$ cat src/hdl/mvcrc_pkg.sv
`default_nettype none

package mvcrc_pkg;

    localparam int unsigned CRC_W  = 32;
    localparam int unsigned BYTE_W = 8;
    localparam int unsigned CFG_AW = 2;

    localparam logic [CRC_W-1:0] POLY_IEEE_REF = 32'hEDB8_8320;
    localparam logic [CRC_W-1:0] POLY_CRC32C   = 32'h82F6_3B78;
    localparam logic [CRC_W-1:0] POLY_MSB      = 32'h04C1_1DB7;

    localparam logic [CRC_W-1:0] START_RESET   = 32'hFFFF_FFFF;

    typedef enum logic [1:0] {
        VAR_REFL_INV = 2'd0,   // reflected, programmable poly, inverted out
        VAR_C_INV    = 2'd1,   // reflected CRC32C, inverted out
        VAR_MSB_RAW  = 2'd2,   // MSB-first 0x04C11DB7, raw out
        VAR_REFL_RAW = 2'd3    // reflected IEEE, raw out
    } crc_variant_t;

    typedef enum logic [CFG_AW-1:0] {
        REG_VARIANT = 2'd0,
        REG_START   = 2'd1,
        REG_POLY    = 2'd2
    } cfg_index_t;

    typedef struct packed {
        crc_variant_t     variant;
        logic [CRC_W-1:0] start_value;
        logic [CRC_W-1:0] reflected_poly;
    } cfg_t;

endpackage

`default_nettype wire

$ cat src/hdl/mvcrc_cfg.sv
`default_nettype none

// Configuration register file, write only.
module mvcrc_cfg (
    input  wire logic                            aclk,
    input  wire logic                            aresetn,
    input  wire logic                            cfg_wr_en,
    input  wire logic [mvcrc_pkg::CFG_AW-1:0]    cfg_addr,
    input  wire logic [mvcrc_pkg::CRC_W-1:0]     cfg_wr_data,
    output mvcrc_pkg::cfg_t                      cfg
);

    mvcrc_pkg::cfg_t cfg_reg;
    mvcrc_pkg::cfg_t cfg_next;

    always_comb begin
        cfg_next = cfg_reg;
        if (cfg_wr_en) begin
            unique case (mvcrc_pkg::cfg_index_t'(cfg_addr))
                mvcrc_pkg::REG_VARIANT: begin
                    cfg_next.variant = mvcrc_pkg::crc_variant_t'(cfg_wr_data[1:0]);
                end
                mvcrc_pkg::REG_START: begin
                    cfg_next.start_value = cfg_wr_data;
                end
                mvcrc_pkg::REG_POLY: begin
                    cfg_next.reflected_poly = cfg_wr_data;
                end
                default: begin
                    cfg_next = cfg_reg;   // unmapped index, ignored
                end
            endcase
        end
    end

    always_ff @(posedge aclk) begin
        if (!aresetn) begin
            cfg_reg.variant        <= mvcrc_pkg::VAR_REFL_INV;
            cfg_reg.start_value    <= mvcrc_pkg::START_RESET;
            cfg_reg.reflected_poly <= mvcrc_pkg::POLY_IEEE_REF;
        end else begin
            cfg_reg <= cfg_next;
        end
    end

    assign cfg = cfg_reg;

endmodule

`default_nettype wire

$ cat src/hdl/mvcrc_fold.sv
`default_nettype none

// One byte folded into the CRC: eight shift/xor steps, picked by variant.
module mvcrc_fold (
    input  wire mvcrc_pkg::cfg_t                 cfg,
    input  wire logic                            first,
    input  wire logic [mvcrc_pkg::CRC_W-1:0]     crc_prev,
    input  wire logic [mvcrc_pkg::BYTE_W-1:0]    data,
    output logic      [mvcrc_pkg::CRC_W-1:0]     crc_next,
    output logic      [mvcrc_pkg::CRC_W-1:0]     result
);

    logic [mvcrc_pkg::CRC_W-1:0] crc_in;
    logic [mvcrc_pkg::CRC_W-1:0] refl_poly;
    logic [mvcrc_pkg::CRC_W-1:0] refl_crc;
    logic [mvcrc_pkg::CRC_W-1:0] msb_crc;

    assign crc_in = first ? cfg.start_value : crc_prev;

    always_comb begin
        unique case (cfg.variant)
            mvcrc_pkg::VAR_REFL_INV: refl_poly = cfg.reflected_poly;
            mvcrc_pkg::VAR_C_INV:    refl_poly = mvcrc_pkg::POLY_CRC32C;
            default:                 refl_poly = mvcrc_pkg::POLY_IEEE_REF;
        endcase
    end

    // LSB-first path
    always_comb begin
        refl_crc = crc_in ^ {{(mvcrc_pkg::CRC_W-mvcrc_pkg::BYTE_W){1'b0}}, data};
        for (int k = 0; k < mvcrc_pkg::BYTE_W; k++) begin
            refl_crc = refl_crc[0] ? ((refl_crc >> 1) ^ refl_poly) : (refl_crc >> 1);
        end
    end

    // MSB-first path
    always_comb begin
        msb_crc = crc_in ^ {data, {(mvcrc_pkg::CRC_W-mvcrc_pkg::BYTE_W){1'b0}}};
        for (int k = 0; k < mvcrc_pkg::BYTE_W; k++) begin
            msb_crc = msb_crc[mvcrc_pkg::CRC_W-1] ?
                      ((msb_crc << 1) ^ mvcrc_pkg::POLY_MSB) : (msb_crc << 1);
        end
    end

    always_comb begin
        unique case (cfg.variant)
            mvcrc_pkg::VAR_REFL_INV,
            mvcrc_pkg::VAR_C_INV: begin
                crc_next = refl_crc;
                result   = ~refl_crc;
            end
            mvcrc_pkg::VAR_MSB_RAW: begin
                crc_next = msb_crc;
                result   = msb_crc;
            end
            default: begin
                crc_next = refl_crc;
                result   = refl_crc;
            end
        endcase
    end

endmodule

`default_nettype wire

$ cat src/hdl/multi_variant_crc32_engine.sv
// Channel   | Direction | Ports                                             | Handshake
// ----------+-----------+---------------------------------------------------+-------------
// input     | in        | s_data_byte, s_first_byte, s_last_byte            | s_valid/s_ready
// result    | out       | m_crc_result                                      | m_valid/m_ready
// config    | in        | cfg_addr, cfg_wr_data                             | cfg_wr_en
//
// One byte per cycle while no held result blocks a last-marked byte: a request is
// registered, folded (eight shift/xor steps) and the CRC register updated as it retires.
// Only bytes marked last produce a result request; the others retire without one.
// Reset (aresetn, synchronous) clears both valid flags and the running CRC, and
// loads the register defaults (variant 0, start 0xFFFFFFFF, poly 0xEDB88320).
// A held result blocks only a last-marked byte behind it; s_ready then follows m_ready.
`default_nettype none

module multi_variant_crc32_engine (
    input  wire logic                            aclk,
    input  wire logic                            aresetn,

    input  wire logic                            s_valid,
    output logic                                 s_ready,
    input  wire logic [mvcrc_pkg::BYTE_W-1:0]    s_data_byte,
    input  wire logic                            s_first_byte,
    input  wire logic                            s_last_byte,

    output logic                                 m_valid,
    input  wire logic                            m_ready,
    output logic      [mvcrc_pkg::CRC_W-1:0]     m_crc_result,

    input  wire logic                            cfg_wr_en,
    input  wire logic [mvcrc_pkg::CFG_AW-1:0]    cfg_addr,
    input  wire logic [mvcrc_pkg::CRC_W-1:0]     cfg_wr_data
);

    mvcrc_pkg::cfg_t cfg;

    // input stage
    logic                            s1_valid_reg, s1_valid_next;
    logic [mvcrc_pkg::BYTE_W-1:0]    s1_data_reg;
    logic                            s1_first_reg;
    logic                            s1_last_reg;

    // running CRC and result stage
    logic [mvcrc_pkg::CRC_W-1:0]     crc_reg, crc_next;
    logic                            m_valid_reg, m_valid_next;
    logic [mvcrc_pkg::CRC_W-1:0]     m_result_reg;

    logic [mvcrc_pkg::CRC_W-1:0]     fold_crc;
    logic [mvcrc_pkg::CRC_W-1:0]     fold_result;

    logic                            s_accept;
    logic                            s1_advance;   // input stage retires this cycle
    logic                            out_load;     // result register takes a request

    mvcrc_cfg u_cfg (
        .aclk        (aclk),
        .aresetn     (aresetn),
        .cfg_wr_en   (cfg_wr_en),
        .cfg_addr    (cfg_addr),
        .cfg_wr_data (cfg_wr_data),
        .cfg         (cfg)
    );

    mvcrc_fold u_fold (
        .cfg      (cfg),
        .first    (s1_first_reg),
        .crc_prev (crc_reg),
        .data     (s1_data_reg),
        .crc_next (fold_crc),
        .result   (fold_result)
    );

    // A non-last byte never needs the result slot; a last byte needs it free
    // or draining this cycle.
    assign s1_advance = s1_valid_reg && (!s1_last_reg || !m_valid_reg || m_ready);
    assign out_load   = s1_advance && s1_last_reg;
    assign s_ready    = !s1_valid_reg || s1_advance;
    assign s_accept   = s_valid && s_ready;

    always_comb begin
        s1_valid_next = s1_valid_reg;
        if (s_accept) begin
            s1_valid_next = 1'b1;
        end else if (s1_advance) begin
            s1_valid_next = 1'b0;
        end

        crc_next = s1_advance ? fold_crc : crc_reg;

        m_valid_next = m_valid_reg;
        if (out_load) begin
            m_valid_next = 1'b1;
        end else if (m_ready) begin
            m_valid_next = 1'b0;
        end
    end

    always_ff @(posedge aclk) begin
        if (!aresetn) begin
            s1_valid_reg <= 1'b0;
            m_valid_reg  <= 1'b0;
            crc_reg      <= '0;
        end else begin
            s1_valid_reg <= s1_valid_next;
            m_valid_reg  <= m_valid_next;
            crc_reg      <= crc_next;
        end
    end

    // payload, no reset
    always_ff @(posedge aclk) begin
        if (s_accept) begin
            s1_data_reg  <= s_data_byte;
            s1_first_reg <= s_first_byte;
            s1_last_reg  <= s_last_byte;
        end
        if (out_load) begin
            m_result_reg <= fold_result;
        end
    end

    assign m_valid      = m_valid_reg;
    assign m_crc_result = m_result_reg;

`ifndef SYNTHESIS
    // stalled input stage keeps its byte
    a_s1_hold: assert property (@(posedge aclk) disable iff (!aresetn)
        (s1_valid_reg && !s1_advance) |=>
            (s1_valid_reg && $stable(s1_data_reg) && $stable(s1_first_reg)
             && $stable(s1_last_reg)))
        else $error("input stage lost or changed a held request");

    // CRC register moves only when a byte retires
    a_crc_still: assert property (@(posedge aclk) disable iff (!aresetn)
        !s1_advance |=> $stable(crc_reg))
        else $error("running CRC changed without a byte");

    // a pending last byte behind a held result blocks the input
    a_block: assert property (@(posedge aclk) disable iff (!aresetn)
        (s1_valid_reg && s1_last_reg && m_valid_reg && !m_ready) |-> !s_ready)
        else $error("input accepted while result slot blocked");

    // a result appears only from a retiring last byte
    a_result_src: assert property (@(posedge aclk) disable iff (!aresetn)
        (!m_valid_reg || m_ready) && !out_load |=> !m_valid_reg)
        else $error("result request without a last byte");
`endif

endmodule

`default_nettype wire
$ cat config.mk
export PLATFORM = sky130hd
export DESIGN_NAME = multi_variant_crc32_engine
export DESIGN_NICKNAME = d
export VERILOG_FILES = /design/src/hdl/mvcrc_pkg.sv /design/src/hdl/mvcrc_cfg.sv /design/src/hdl/mvcrc_fold.sv /design/src/hdl/multi_variant_crc32_engine.sv
export SDC_FILE = /design/constraint.sdc
export NUM_CORES = 1
export LEC_CHECK = 0
export ABC_AREA = 1
export BUFFER_PORTS_ARGS = -buffer_cell sky130_fd_sc_hd__buf_2
export CAP_MARGIN = 10
export CORE_UTILIZATION = 49
export DETAILED_ROUTE_END_ITERATION = 6
export GPL_ROUTABILITY_DRIVEN = 0
export HOLD_SLACK_MARGIN = 0.03
export PLACE_DENSITY_LB_ADDON = 0.15
export SKIP_CTS_REPAIR_TIMING = 1
export SLEW_MARGIN = 20
export SYNTH_ARGS = -nofsm -noshare
export SYNTH_HDL_FRONTEND = slang
export SYNTH_SLANG_ARGS = --single-unit
$ cat constraint.sdc
create_clock -name aclk -period 3.2 [get_ports aclk]
set_input_delay 0.32 -clock aclk [delete_from_list [all_inputs] [get_ports aclk]]
set_output_delay 0.32 -clock aclk [all_outputs]
set_load 0.03 [all_outputs]
### Word level (Yosys, flattened, before mapping)

Cells that the tools add are included.
W data, S select, Z words.

* flip-flop bits (word level): 142
* logic and storage cells: 74
* input port bits: 49

* equality and inequality tests: 4
* mux-type cells: 24
* reductions and logical operators: 17
* bitwise gates (word level): 19

Operator list (count)
* $mux W32: 10
* $xor A31 B32 Y32: 8
* $mux W27: 8
* $pmux W32 S2: 2
* $not A14 Y14: 8
* $not A32 Y32: 1
* $xor A32 B32 Y32: 1
* $xor A32 B8 Y32: 1
* $reduce_and A2 Y1: 3
* $eq A2 B1 Y1 const B: 2
* $eq A2 B2 Y1 const B: 2
* $logic_not A2 Y1: 2
* $mux W1: 4
* $reduce_bool A2 Y1: 2
* $logic_and A1 B1 Y1: 3
* $logic_not A1 Y1: 3
* $logic_or A1 B1 Y1: 3
* $reduce_or A2 Y1: 1

### Longest topological paths before layout

Gate-level depths: netlist of the first run.

* depth in word-level cells: 20
* depth in mapped cells: 33

### Modules after synthesis

A second synthesis of the first run with hierarchy kept.

* cells, all modules: 2156
* area, all modules: 12844.8 µm²

Modules (own cells, without submodules)
* mvcrc_fold: sequential area each 0.0 µm², area each 7479.7 µm², cells an instance 1551, times used 1
* multi_variant_crc32_engine: sequential area each 1941.9 µm², area each 2812.7 µm², cells an instance 267, times used 1
* mvcrc_cfg: sequential area each 1321.3 µm², area each 2552.4 µm², cells an instance 338, times used 1

### Worst setup path after synthesis of the first run

OpenSTA, ideal clock, no wires.

* kind: reg2reg
* start point: register s1_first_reg
* end point: register m_result_reg, in the netlist m_crc_result[17], data pin
* stages on the path, launching flop included: 30
* setup time: 256 ps
* path buffers: 3
* arrival: 2982 ps
* setup slack: -38 ps
* required time: 2944 ps
* path through: edfxtp_1 inv_2 buf_2 nand2_1 nand2_1 nand2_1 nand2_1 inv_1 o21ai_1 nand2_1 xnor2_1 nand2_1 clkinv_1 nor2_1 nand2_2 inv_2 nor2_4 nand3_2 nand2_2 buf_6 nand3_2 nand2_4 inv_2 nand2_2 buf_4 nand3_1 nand2_1 nand2_1 a21oi_1 nand2_1

* word-level cells in the longest chain between the ends: 20

RTL lines
* from (decl): line multi_variant_crc32_engine.sv:39 `logic s1_first_reg;`
* from (signal assigned): line multi_variant_crc32_engine.sv:113 `s1_first_reg <= s_first_byte;`
* $mux W32 *: line mvcrc_fold.sv:18 `assign crc_in = first ? cfg.start_value : crc_prev;`
* $xor A32 B8 Y32: line mvcrc_fold.sv:30 `refl_crc = crc_in ^ {{(mvcrc_pkg::CRC_W-mvcrc_pkg::BYTE_W){1'b0}}, data};`
* $xor A31 B32 Y32: line mvcrc_fold.sv:32 `refl_crc = refl_crc[0] ? ((refl_crc >> 1) ^ refl_poly) : (refl_crc >> 1);`
* $mux W32: line mvcrc_fold.sv:32
* $xor A31 B32 Y32: line mvcrc_fold.sv:32
* $mux W32: line mvcrc_fold.sv:32
* $xor A31 B32 Y32: line mvcrc_fold.sv:32
* $mux W32: line mvcrc_fold.sv:32
* [5 not listed]
* $mux W32: line mvcrc_fold.sv:32
* $xor A31 B32 Y32: line mvcrc_fold.sv:32
* $mux W32: line mvcrc_fold.sv:32
* $xor A31 B32 Y32: line mvcrc_fold.sv:32
* $mux W32: line mvcrc_fold.sv:32
* $not A32 Y32: line mvcrc_fold.sv:50 `result = ~refl_crc;`
* $pmux W32 S2 *: line mvcrc_fold.sv:46 `unique case (cfg.variant)`
* named net fold_result, one bit: line multi_variant_crc32_engine.sv:48 `logic [mvcrc_pkg::CRC_W-1:0] fold_result;`
* to (signal assigned): line multi_variant_crc32_engine.sv:117 `m_result_reg <= fold_result;`
* to (decl): line multi_variant_crc32_engine.sv:45 `logic [mvcrc_pkg::CRC_W-1:0] m_result_reg;`

The timed path passes the listed nets; every way through them passes the cells marked *.
A chain may end at the register's enable or synchronous reset.

### Worst setup path in the final report of the first run

* start point: register s1_first_reg
* end point: register m_result_reg, in the netlist m_crc_result[29], data pin

* word-level cells in the longest chain between the ends: 19

RTL lines (line)
* $mux W32 *: mvcrc_fold.sv:18
* $xor A32 B8 Y32: mvcrc_fold.sv:30
* $xor A31 B32 Y32: mvcrc_fold.sv:32
* $mux W32: mvcrc_fold.sv:32
* $xor A31 B32 Y32: mvcrc_fold.sv:32
* $mux W32: mvcrc_fold.sv:32
* $xor A31 B32 Y32: mvcrc_fold.sv:32
* $mux W32: mvcrc_fold.sv:32
* [4 not listed]
* $mux W32 / $xor A31 B32 Y32 (equally long branches): mvcrc_fold.sv:32
* $xor A31 B32 Y32 / $mux W32 (equally long branches): mvcrc_fold.sv:32
* $mux W32 / $xor A31 B32 Y32 (equally long branches): mvcrc_fold.sv:32
* $xor A31 B32 Y32 / $mux W32 (equally long branches): mvcrc_fold.sv:32
* $mux W32: mvcrc_fold.sv:32
* $not A32 Y32: mvcrc_fold.sv:50
* $pmux W32 S2 *: mvcrc_fold.sv:46
* named net fold_result, one bit: multi_variant_crc32_engine.sv:48

Marks and branches as above.

==> flow_summary.yaml, run 1 <==
outcome:
  run_status: "complete, but fails checks"
  violations: "negative setup slack"
timing:
  period_needed_ns: 3.69
  max_slew_margin: 0.465
  finalSetupTns_ns: -21.69
  setup_viol: 64
  tightestPinTransition_ns: 0.798
  rsz0062_at_grt: "yes"
  max_freq_mhz: 271
  hold_viol: 0
  post-route-period-util: 1.15
  setup_ws_ns: -0.489
  fin_skew_ns: 0.0187
  drv_slew: 0
synth:
  synth_common_cells: "nand2_1, nand3_1, inv_1"
  synth_cell_types: 40
  synth_area_leader_cell: "nand2_1"
  synth-seq-cells: 142
  synth.most_common_cell: "nand2_1"
  synth.avg_cell_area_um2: 6.35
  yosysSeqAreaShare: 0.269
  synth_nets: 1961
  synth_edf_count: 42
  ys_dominant_reg_cell: "dfxtp_1"
  yosys_warnings: 0
  syn_inst: 1912
  synthTopCellsByArea: "nand2_1, dfxtp_1, nand3_1, edfxtp_1, xnor2_1"
  synth_top_area_share: 0.188
  async_flop_share: 0
  syn-cell-area_um2: 12100
setup_path:
  worst_path_largest_cell_delay_ns: 0.46
  worstPathArrival_ns: 3.86
  cp-end-kind: "flip-flop"
  cp_common_cell: "nand2_2"
  crit_fanout: 14
  critPathKind: "reg -> reg"
  cp_slowest_cell: "edfxtp_1"
  critPathLaunchType: "flip-flop"
  worst-endpoint-required_ns: 3.37
global_routing:
  grt_pass1_wl_um: 70600
  grt_pass1_vias: 12380
  grt_max_degree: 60
  antenna_found_initial: 1
  grt.overflow.total: 0
  track_usage: 0.365
power:
  power_mw: 11.2
  p_leak_nw: 7.78
  powerDensity_nw_per_um2: 730
  internal_power_mw: 6.06
  p_comb_frac: 0.606
  p_switching_mw: 5.14
  power_frac_clock: 0.195
  vdd.ir_drop.worst_mv: 0.461
  power_frac_seq: 0.199
  switching_share: 0.459
final_layout:
  finalInstanceArea_um2: 15300
  finalNetCount: 2190
  final_layout_size_suffix_gt1_frac: 0.232
  area_growth_pct: 26.4
  utilization: 0.631
  largest_register_ffs: 66
clocking:
  cts.sinks: 142
  numCtsBuffers: 17
  htreeDepth: 4
  clk_pin_slew_ns: 0.08
  clock_latency_ns: 0.44
  cts.path.max_buffers: 2
  cts-root-buf: "clkbuf_16"
  tritoncts: "done"
floorplanning:
  start_util: 0.499
  die-width_um: 159
  die_height_um: 159
  core_um2: 24300
  rows: 57
  num_io_pins: 83
  dieArea_um2: 25400
drt:
  viasPerCell: 5.55
  ant_nets: 0
  drt_iter0_markers: 1583
  dr.pass1.iters: 6
  post_drt_wl_per_cell_um: 19.1
  drc_errors: 0
  drt_wl_total_um: 47500
  vias: 13750
hold_path:
  hold_class: "in -> reg"
placement:
  place_area_um2: 14300
  place_ws_ns: -0.529
  dp_hpwl_um: 35500
  io_buffers: 82
run:
  max_cap_violations: 0
[power groups by stage]
stage / logic [mW] / registers, mW / clock network [mW]
after floorplan: 4.16 / 2.30 / 0
after global placement: 6.10 / 2.26 / 0
after detailed placement: 6.22 / 2.26 / 0
after CTS: 6.25 / 2.22 / 2.18
after global routing: 7.35 / 2.24 / 2.24
final: 6.78 / 2.23 / 2.18
[worst paths after layout]
check                              from                          to  slack [ns]  cells after the start
min                         s_last_byte       s1_last_reg$_DFFE_PP_        0.04                      1
max              s1_first_reg$_DFFE_PP_  m_crc_result[29]$_DFFE_PP_       -0.49                     30
min reg2reg  u_cfg.cfg[30]$_SDFFE_PN1P_  u_cfg.cfg[30]$_SDFFE_PN1P_        0.46                      2
max reg2reg      s1_first_reg$_DFFE_PP_  m_crc_result[29]$_DFFE_PP_       -0.49                     30
[final cells by class]
type	count	area [um2]
fill	2261	8970
clock inverter	15	194
clock buffer	17	425
antenna	1	2.50
timing repair buffer	305	2260
tap	324	405
sequential	142	3260
inverter	195	751
multi-input combinational	1480	8040
[cell families after synthesis]
| kind of cell | after synthesis | synth area share |
|---|---|---|
| XOR/XNOR | 205 | 0.153 |
| AND/OR/NAND/NOR | 1095 | 0.393 |
| AO/OA/AOI/OAI | 166 | 0.0721 |
| multiplexers | 14 | 0.0119 |
| buffers and inverters | 290 | 0.101 |
| flip-flops | 142 | 0.269 |
[routing by layer]
| layer | vias to the layer above | routed length [um] | track usage |
|---|---|---|---|
| li1 | 6499 | - | - |
| met1 | 6328 | 18800 | 0.475 |
| met2 | 767 | 20800 | 0.572 |
| met3 | 154 | 5520 | 0.0880 |
| met4 | 2 | 2330 | 0.166 |
| met5 | - | 30 | 0 |
[layout by cell type, fill, tap and decap left out, types with 8 or more instances in the layout]
cell	instances
xor2_1	86
mux2i_1	13
buf_4	205
nand2_1	575
inv_1	175
dfxtp_1	100
nand2_2	41
a21oi_1	47
edfxtp_1	42
o211ai_1	11
xor2_2	9
nor2_1	120
or2_2	20
nor2_2	10
clkbuf_16	19
buf_2	82
nand2_4	8
xnor2_1	104
o21ai_0	81
o21ai_1	15
buf_12	9
nand3_1	264
nand3_2	34
[critical path: cells and delay by family (launching register included)]
kind | cells | cell delay [ns]
AND/OR/NAND/NOR | 21 | 1.94
flip-flops | 1 | 0.46
AO/OA/AOI/OAI | 1 | 0.14
buffers and inverters | 8 | 0.84
[through the flow]
step	hold WS, ns	std cells
final	0.0440	2479
after global routing	0.0416	2479
after CTS	0.0423	2470
after detailed placement	0.444	2438
after global placement	0.439	2438
after floorplan	0.419	1912
No activity file was read; power rests on OpenSTA's default activity.
==> inputs of run 2 (changes only) <==
- ABC_AREA: 1 -> not set
- clock period: 3.2 -> 3.3 ns (I/O delays scaled with it)
==> run 2 against run 1 <==
  * The flow still finishes with violations (negative setup slack)
  * Critical path type unchanged
  * Area after synthesis down 2.1%
  * Count of clock-buffer cells in the layout up 1
  * Synthesized cell count down 19%
  * Critical endpoint is now crc_reg[17]$_SDFFE_PN0P_
==> flow_summary.yaml, run 2 <==
final_layout:
  utilization: 0.674
  layout_common_cells: "buf_4, xnor2_1, nor2_1"
  finalNetCount: 1890
  finalInstanceArea_um2: 15900
  final_layout_size_suffix_gt1_frac: 0.297
  largest_register_ffs: 66
  final_common_cell: "buf_4"
  area_growth_pct: 33.8
  insertedDiodeCount: 0
  fillCellCount: 1983
global_routing:
  met2_usage: 0.552
  antenna_found_initial: 0
  grt_pass1_vias: 11877
  grt.busiest_layer: "met2"
  met1_usage: 0.543
  grt.overflow.total: 0
  grt_max_degree: 55
  track_usage: 0.384
  grtUsageMet3: 0.0797
  grt_pass1_wl_um: 70400
setup_path:
  worstPathArrival_ns: 5.18
  critPathLaunchType: "flip-flop"
  worst-endpoint-required_ns: 3.68
  crit_start: "s1_first_reg$_DFFE_PP_"
  r2r-start: "s1_first_reg$_DFFE_PP_"
  worst_path_largest_cell_delay_ns: 0.55
  cp-end-kind: "flip-flop"
  cp_common_cell: "or4_4"
  crit_chain: "mux2i_4, xor2_4, and4_1, or4_4, nand4_1, mux2_4, xnor2_4, nand2b_4, xor3_1, or4_4, buf_12, buf_4, a21oi_4, xnor3_1, nor2_1, o221a_2"
  cp.depth: 16
  cp_slowest_cell: "or4_4"
  crit_family: "simple AND/OR/NAND/NOR gates"
  critPathKind: "reg -> reg"
  crit_fanout: 19
  cp.buffers_inverters: 2
  r2r_cells: 16
synth:
  syn_inst: 1541
  synthTopCellsByArea: "xnor2_1, dfxtp_1, edfxtp_1, nor2_1, nand2_1"
  synth.avg_cell_area_um2: 7.72
  synth_top_area_share: 0.178
  async_flop_share: 0
  synth_cell_types: 79
  yosys_warnings: 0
  synth_nets: 1590
  ys_dominant_reg_cell: "dfxtp_1"
  synth.most_common_cell: "xnor2_1"
  synth_area_leader_cell: "xnor2_1"
  synth-seq-cells: 142
  synth_edf_count: 42
  synth_common_cells: "xnor2_1, nor2_1, nand2_1"
  yosysSeqAreaShare: 0.274
  syn-cell-area_um2: 11900
floorplanning:
  num_io_pins: 83
  rows: 56
  die-width_um: 158
  core_um2: 23600
  die_height_um: 158
  dieArea_um2: 24900
  start_util: 0.503
timing:
  finalSetupTns_ns: -86.50
  drv_slew: 0
  hold_viol: 0
  fin_skew_ns: 0.0201
  whs_ns: 0.0545
  post-route-period-util: 1.45
  tightestPinTransition_ns: 0.974
  rsz0062_at_grt: "yes"
  setup_ws_ns: -1.49
  setup_viol: 64
  max_freq_mhz: 209
  max_slew_margin: 0.351
  period_needed_ns: 4.79
clocking:
  cts.sinks: 142
  tritoncts: "done"
  clock_latency_ns: 0.44
  numCtsBuffers: 17
  cts.path.max_buffers: 2
  htreeDepth: 4
  clk_pin_slew_ns: 0.08
  cts-root-buf: "clkbuf_16"
hold_path:
  min_from: "s_data_byte[2]"
  hold_depth: 1
  hold_class: "in -> reg"
placement:
  io_buffers: 82
  dp_hpwl_um: 35600
  place_area_um2: 14800
drt:
  post_drt_wl_per_cell_um: 21.9
  drt_iter0_markers: 1595
  vias: 13086
  ant_nets: 0
  drt_wl_total_um: 47600
  drc_errors: 0
  viasPerCell: 6.02
  dr.pass1.iters: 6
outcome:
  run_status: "complete, but fails checks"
  violations: "negative setup slack"
power:
  powerDensity_nw_per_um2: 1020
  p_leak_nw: 6.59
  power_mw: 16.3
  vdd.ir_drop.worst_mv: 0.510
run:
  max_cap_violations: 0
[run 2: changes by cell type in the layout (fill, tap and decap cells not counted), sizes merged, moves of 29 or more]
cell,previous run,this run
nand2,625,188
xnor2,110,243
nand3,303,65
buf,303,399
inv,196,19
nor2,138,212
mux2i,14,47
o21ai,97,68
a21oi,50,90
nor3,3,48
xor2,95,49
[run 2: cells by family after synthesis]
logic type      after synthesis  synth area share
flops                       142             0.274
compound gates              326             0.181
xor+xnor                    302             0.235
simple gates                591             0.221
buf+inv                     128            0.0433
mux                          52            0.0454
[run 2: worst paths after layout]
path / endpoint / slack (ns)
hold reg to reg: u_cfg.cfg[48]$_SDFFE_PN1P_ / 0.47
setup / recovery: crc_reg[17]$_SDFFE_PN0P_ / -1.49
hold / removal: s1_data_reg[2]$_DFFE_PP_ / 0.05
setup reg to reg: crc_reg[17]$_SDFFE_PN0P_ / -1.49
[run 2: routing by layer]
layer	up-vias	share of wire
met5	-	0
met1	6162	0.41
met3	135	0.13
met4	0	0.051
met2	853	0.42
li1	5936	-
[run 2: layout make-up]
| class | instances | area, um2 | share of cell area |
|---|---|---|---|
| Sequential cell | 142 | 3270 | 0.205 |
| Multi-Input combinational cell | 1271 | 8700 | 0.547 |
| Clock inverter | 14 | 139 | 0.00873 |
| Timing Repair Buffer | 399 | 2930 | 0.184 |
| Inverter | 10 | 37.5 | 0.00236 |
| Tap cell | 319 | 399 | 0.0251 |
| Clock buffer | 18 | 439 | 0.0276 |
[run 2: metrics by stage]
stage	setup slack (ns)	instances
final	-1.49	2173
after global routing	-1.64	2173
after CTS	-1.55	2160
after detailed placement	-1.51	2128
after global placement	-1.39	2128
after floorplan	-1.20	1541
[run 2: power by group]
part	leakage [nW]	switching (mW)	internal, mW	total, mW
Clock	0.283	0.953	1.03	1.98
Combinational	5.09	6.22	5.65	11.9
Sequential	1.21	0.168	2.24	2.41
Total	6.59	7.34	8.92	16.3
==> inputs of run 3 (changes only) <==
- MAX_ROUTING_LAYER: not set -> met4
==> run 3 against run 2 <==
  * Critical path depth is 1 higher
  * Worst hold slack hardly changed
  * Sequential power about the same
  * Setup slack improved by 0.0065 ns
  * Highest routed layer unchanged
  * Count of clock-buffer cells in the layout unchanged
  * Largest power group unchanged
  * Sequential share of layout area decreased by 0.12 points
  * The run still ends with negative setup slack left
  * Die area did not move
  * Clock power is essentially flat
==> flow_summary.yaml, run 3 (same netlist as run 2, synthesis figures left out) <==
outcome:
  run_status: "complete, but fails checks"
  violations: "negative setup slack"
final_layout:
  fillCellCount: 1935
  largest_register_ffs: 66
  finalNetCount: 1894
  fin_cells: 2177
  final_common_cell: "buf_4"
  utilization: 0.678
  layout_common_cells: "buf_4, xnor2_1, nor2_1"
  area_growth_pct: 34.6
  insertedDiodeCount: 0
  final_layout_size_suffix_gt1_frac: 0.301
power:
  p_leak_nw: 6.62
  power_frac_clock: 0.120
  power_frac_seq: 0.146
  switching_share: 0.452
  vdd.ir_drop.worst_mv: 0.555
  p_comb_frac: 0.733
  p_switching_mw: 7.44
  internal_power_mw: 9.02
  powerDensity_nw_per_um2: 1030
setup_path:
  r2r_end: "crc_reg[17]$_SDFFE_PN0P_"
  r2r-start: "s1_first_reg$_DFFE_PP_"
  worst_path_largest_cell_delay_ns: 0.55
  critPathKind: "reg -> reg"
  crit_chain: "mux2i_4, xor2_1, buf_4, and4_1, or4_4, nand4_1, mux2_4, xnor2_4, nand2b_4, xor3_1, or4_4, buf_12, buf_6, a21oi_4, xnor3_1, nor2_1, o221a_2"
  cp_common_cell: "or4_4"
  critPathLaunchType: "flip-flop"
  worstPathArrival_ns: 5.17
  worst-endpoint-required_ns: 3.68
  cp_slowest_cell: "or4_4"
  crit_fanout: 17
  r2r_cells: 17
  r2r_setup_slack_ns: -1.49
  cp-end-kind: "flip-flop"
floorplanning:
  rows: 56
  die-width_um: 158
  start_util: 0.503
  core_um2: 23600
  num_io_pins: 83
  die_height_um: 158
  dieArea_um2: 24900
timing:
  whs_ns: 0.0547
  setup_viol: 64
  fin_skew_ns: 0.0244
  setup_ws_ns: -1.49
  period_needed_ns: 4.79
  hold_viol: 0
  rsz0062_at_grt: "yes"
  drv_slew: 0
  post-route-period-util: 1.45
  max_slew_margin: 0.353
  tightestPinTransition_ns: 0.970
  max_freq_mhz: 209
drt:
  post_drt_wl_per_cell_um: 22.0
  drt_iter0_markers: 1391
  drt_wl_total_um: 48000
  drc_errors: 0
  vias: 13172
  ant_nets: 0
  dr.pass1.iters: 7
  viasPerCell: 6.05
hold_path:
  hold_depth: 1
  hold_class: "in -> reg"
  worstHoldEndpoint: "s1_data_reg[2]$_DFFE_PP_"
  min_from: "s_data_byte[2]"
placement:
  place_inst: 2128
  dp_hpwl_um: 35600
  io_buffers: 82
global_routing:
  track_usage: 0.396
  grt.overflow.total: 0
  grt_pass1_vias: 11899
  antenna_found_initial: 0
  grt_pass1_wl_um: 70500
  grt_max_degree: 55
clocking:
  numCtsBuffers: 17
  cts.sinks: 142
  tritoncts: "done"
  cts.path.max_buffers: 2
  clock_latency_ns: 0.45
  cts-root-buf: "clkbuf_16"
  clk_pin_slew_ns: 0.08
  htreeDepth: 4
run:
  max_cap_violations: 0
[run 3: cell types whose count changed in the layout (fill, tap and decap cells not counted), sizes merged]
cell,previous run,this run
buf,399,403
[run 3: cell type report]
class	count	area, um2	area share
Clock buffer	18	439	0.0274
Clock inverter	14	139	0.00868
Inverter	10	37.5	0.00235
Multi-Input combinational cell	1271	8750	0.547
Sequential cell	142	3270	0.204
Tap cell	319	399	0.0249
Timing Repair Buffer	403	2970	0.186
[run 3: how the worst max path moves through the flow]
| stage | from | to | slack, ns | cells after the start |
|---|---|---|---|---|
| floorplan | s1_first_reg$_DFFE_PP_ | crc_reg[6]$_SDFFE_PN0P_ | -1.20 | 18 |
| global placement | s1_first_reg$_DFFE_PP_ | crc_reg[6]$_SDFFE_PN0P_ | -1.39 | 16 |
| detailed placement | s1_first_reg$_DFFE_PP_ | crc_reg[6]$_SDFFE_PN0P_ | -1.51 | 16 |
| CTS | s1_first_reg$_DFFE_PP_ | crc_reg[3]$_SDFFE_PN0P_ | -1.55 | 16 |
| global route | s1_first_reg$_DFFE_PP_ | crc_reg[9]$_SDFFE_PN0P_ | -1.63 | 17 |
| finish | s1_first_reg$_DFFE_PP_ | crc_reg[17]$_SDFFE_PN0P_ | -1.49 | 17 |
[run 3: power by group through the flow]
stage / combinational [mW] / clock (mW) / sequential (mW)
after floorplan: 6.34 / 0 / 2.54
after global placement: 10.5 / 0 / 2.43
after detailed placement: 10.7 / 0 / 2.43
after CTS: 10.8 / 1.97 / 2.39
after global routing: 12.7 / 2.06 / 2.42
final: 12.1 / 1.98 / 2.41
[run 3: through the flow]
stage	power (mW)	worst slack, ns	TNS, ns	area (um2)
global route	17.2	-1.63	-95.47	16000
detailed placement	13.1	-1.51	-83.70	14800
global placement	13.0	-1.39	-77.61	14800
CTS	15.1	-1.55	-86.15	15300
floorplan	8.88	-1.20	-67.19	12000
finish	16.5	-1.49	-85.90	16000
[run 3: worst max-delay path: cells and delay by family, from the launching register on]
family / cells / cell delay, ns
AND/OR/NAND/NOR: 6 / 1.77
buffers and inverters: 3 / 0.48
AO/OA/AOI/OAI: 2 / 0.37
multiplexers: 2 / 0.70
flip-flops: 1 / 0.50
XOR/XNOR: 4 / 0.90
[run 3: per-layer routing]
layer,track usage,share of wire
met1,0.546,0.41
met4,0.188,0.051
met5,-,0
met2,0.548,0.42
met3,0.0808,0.12
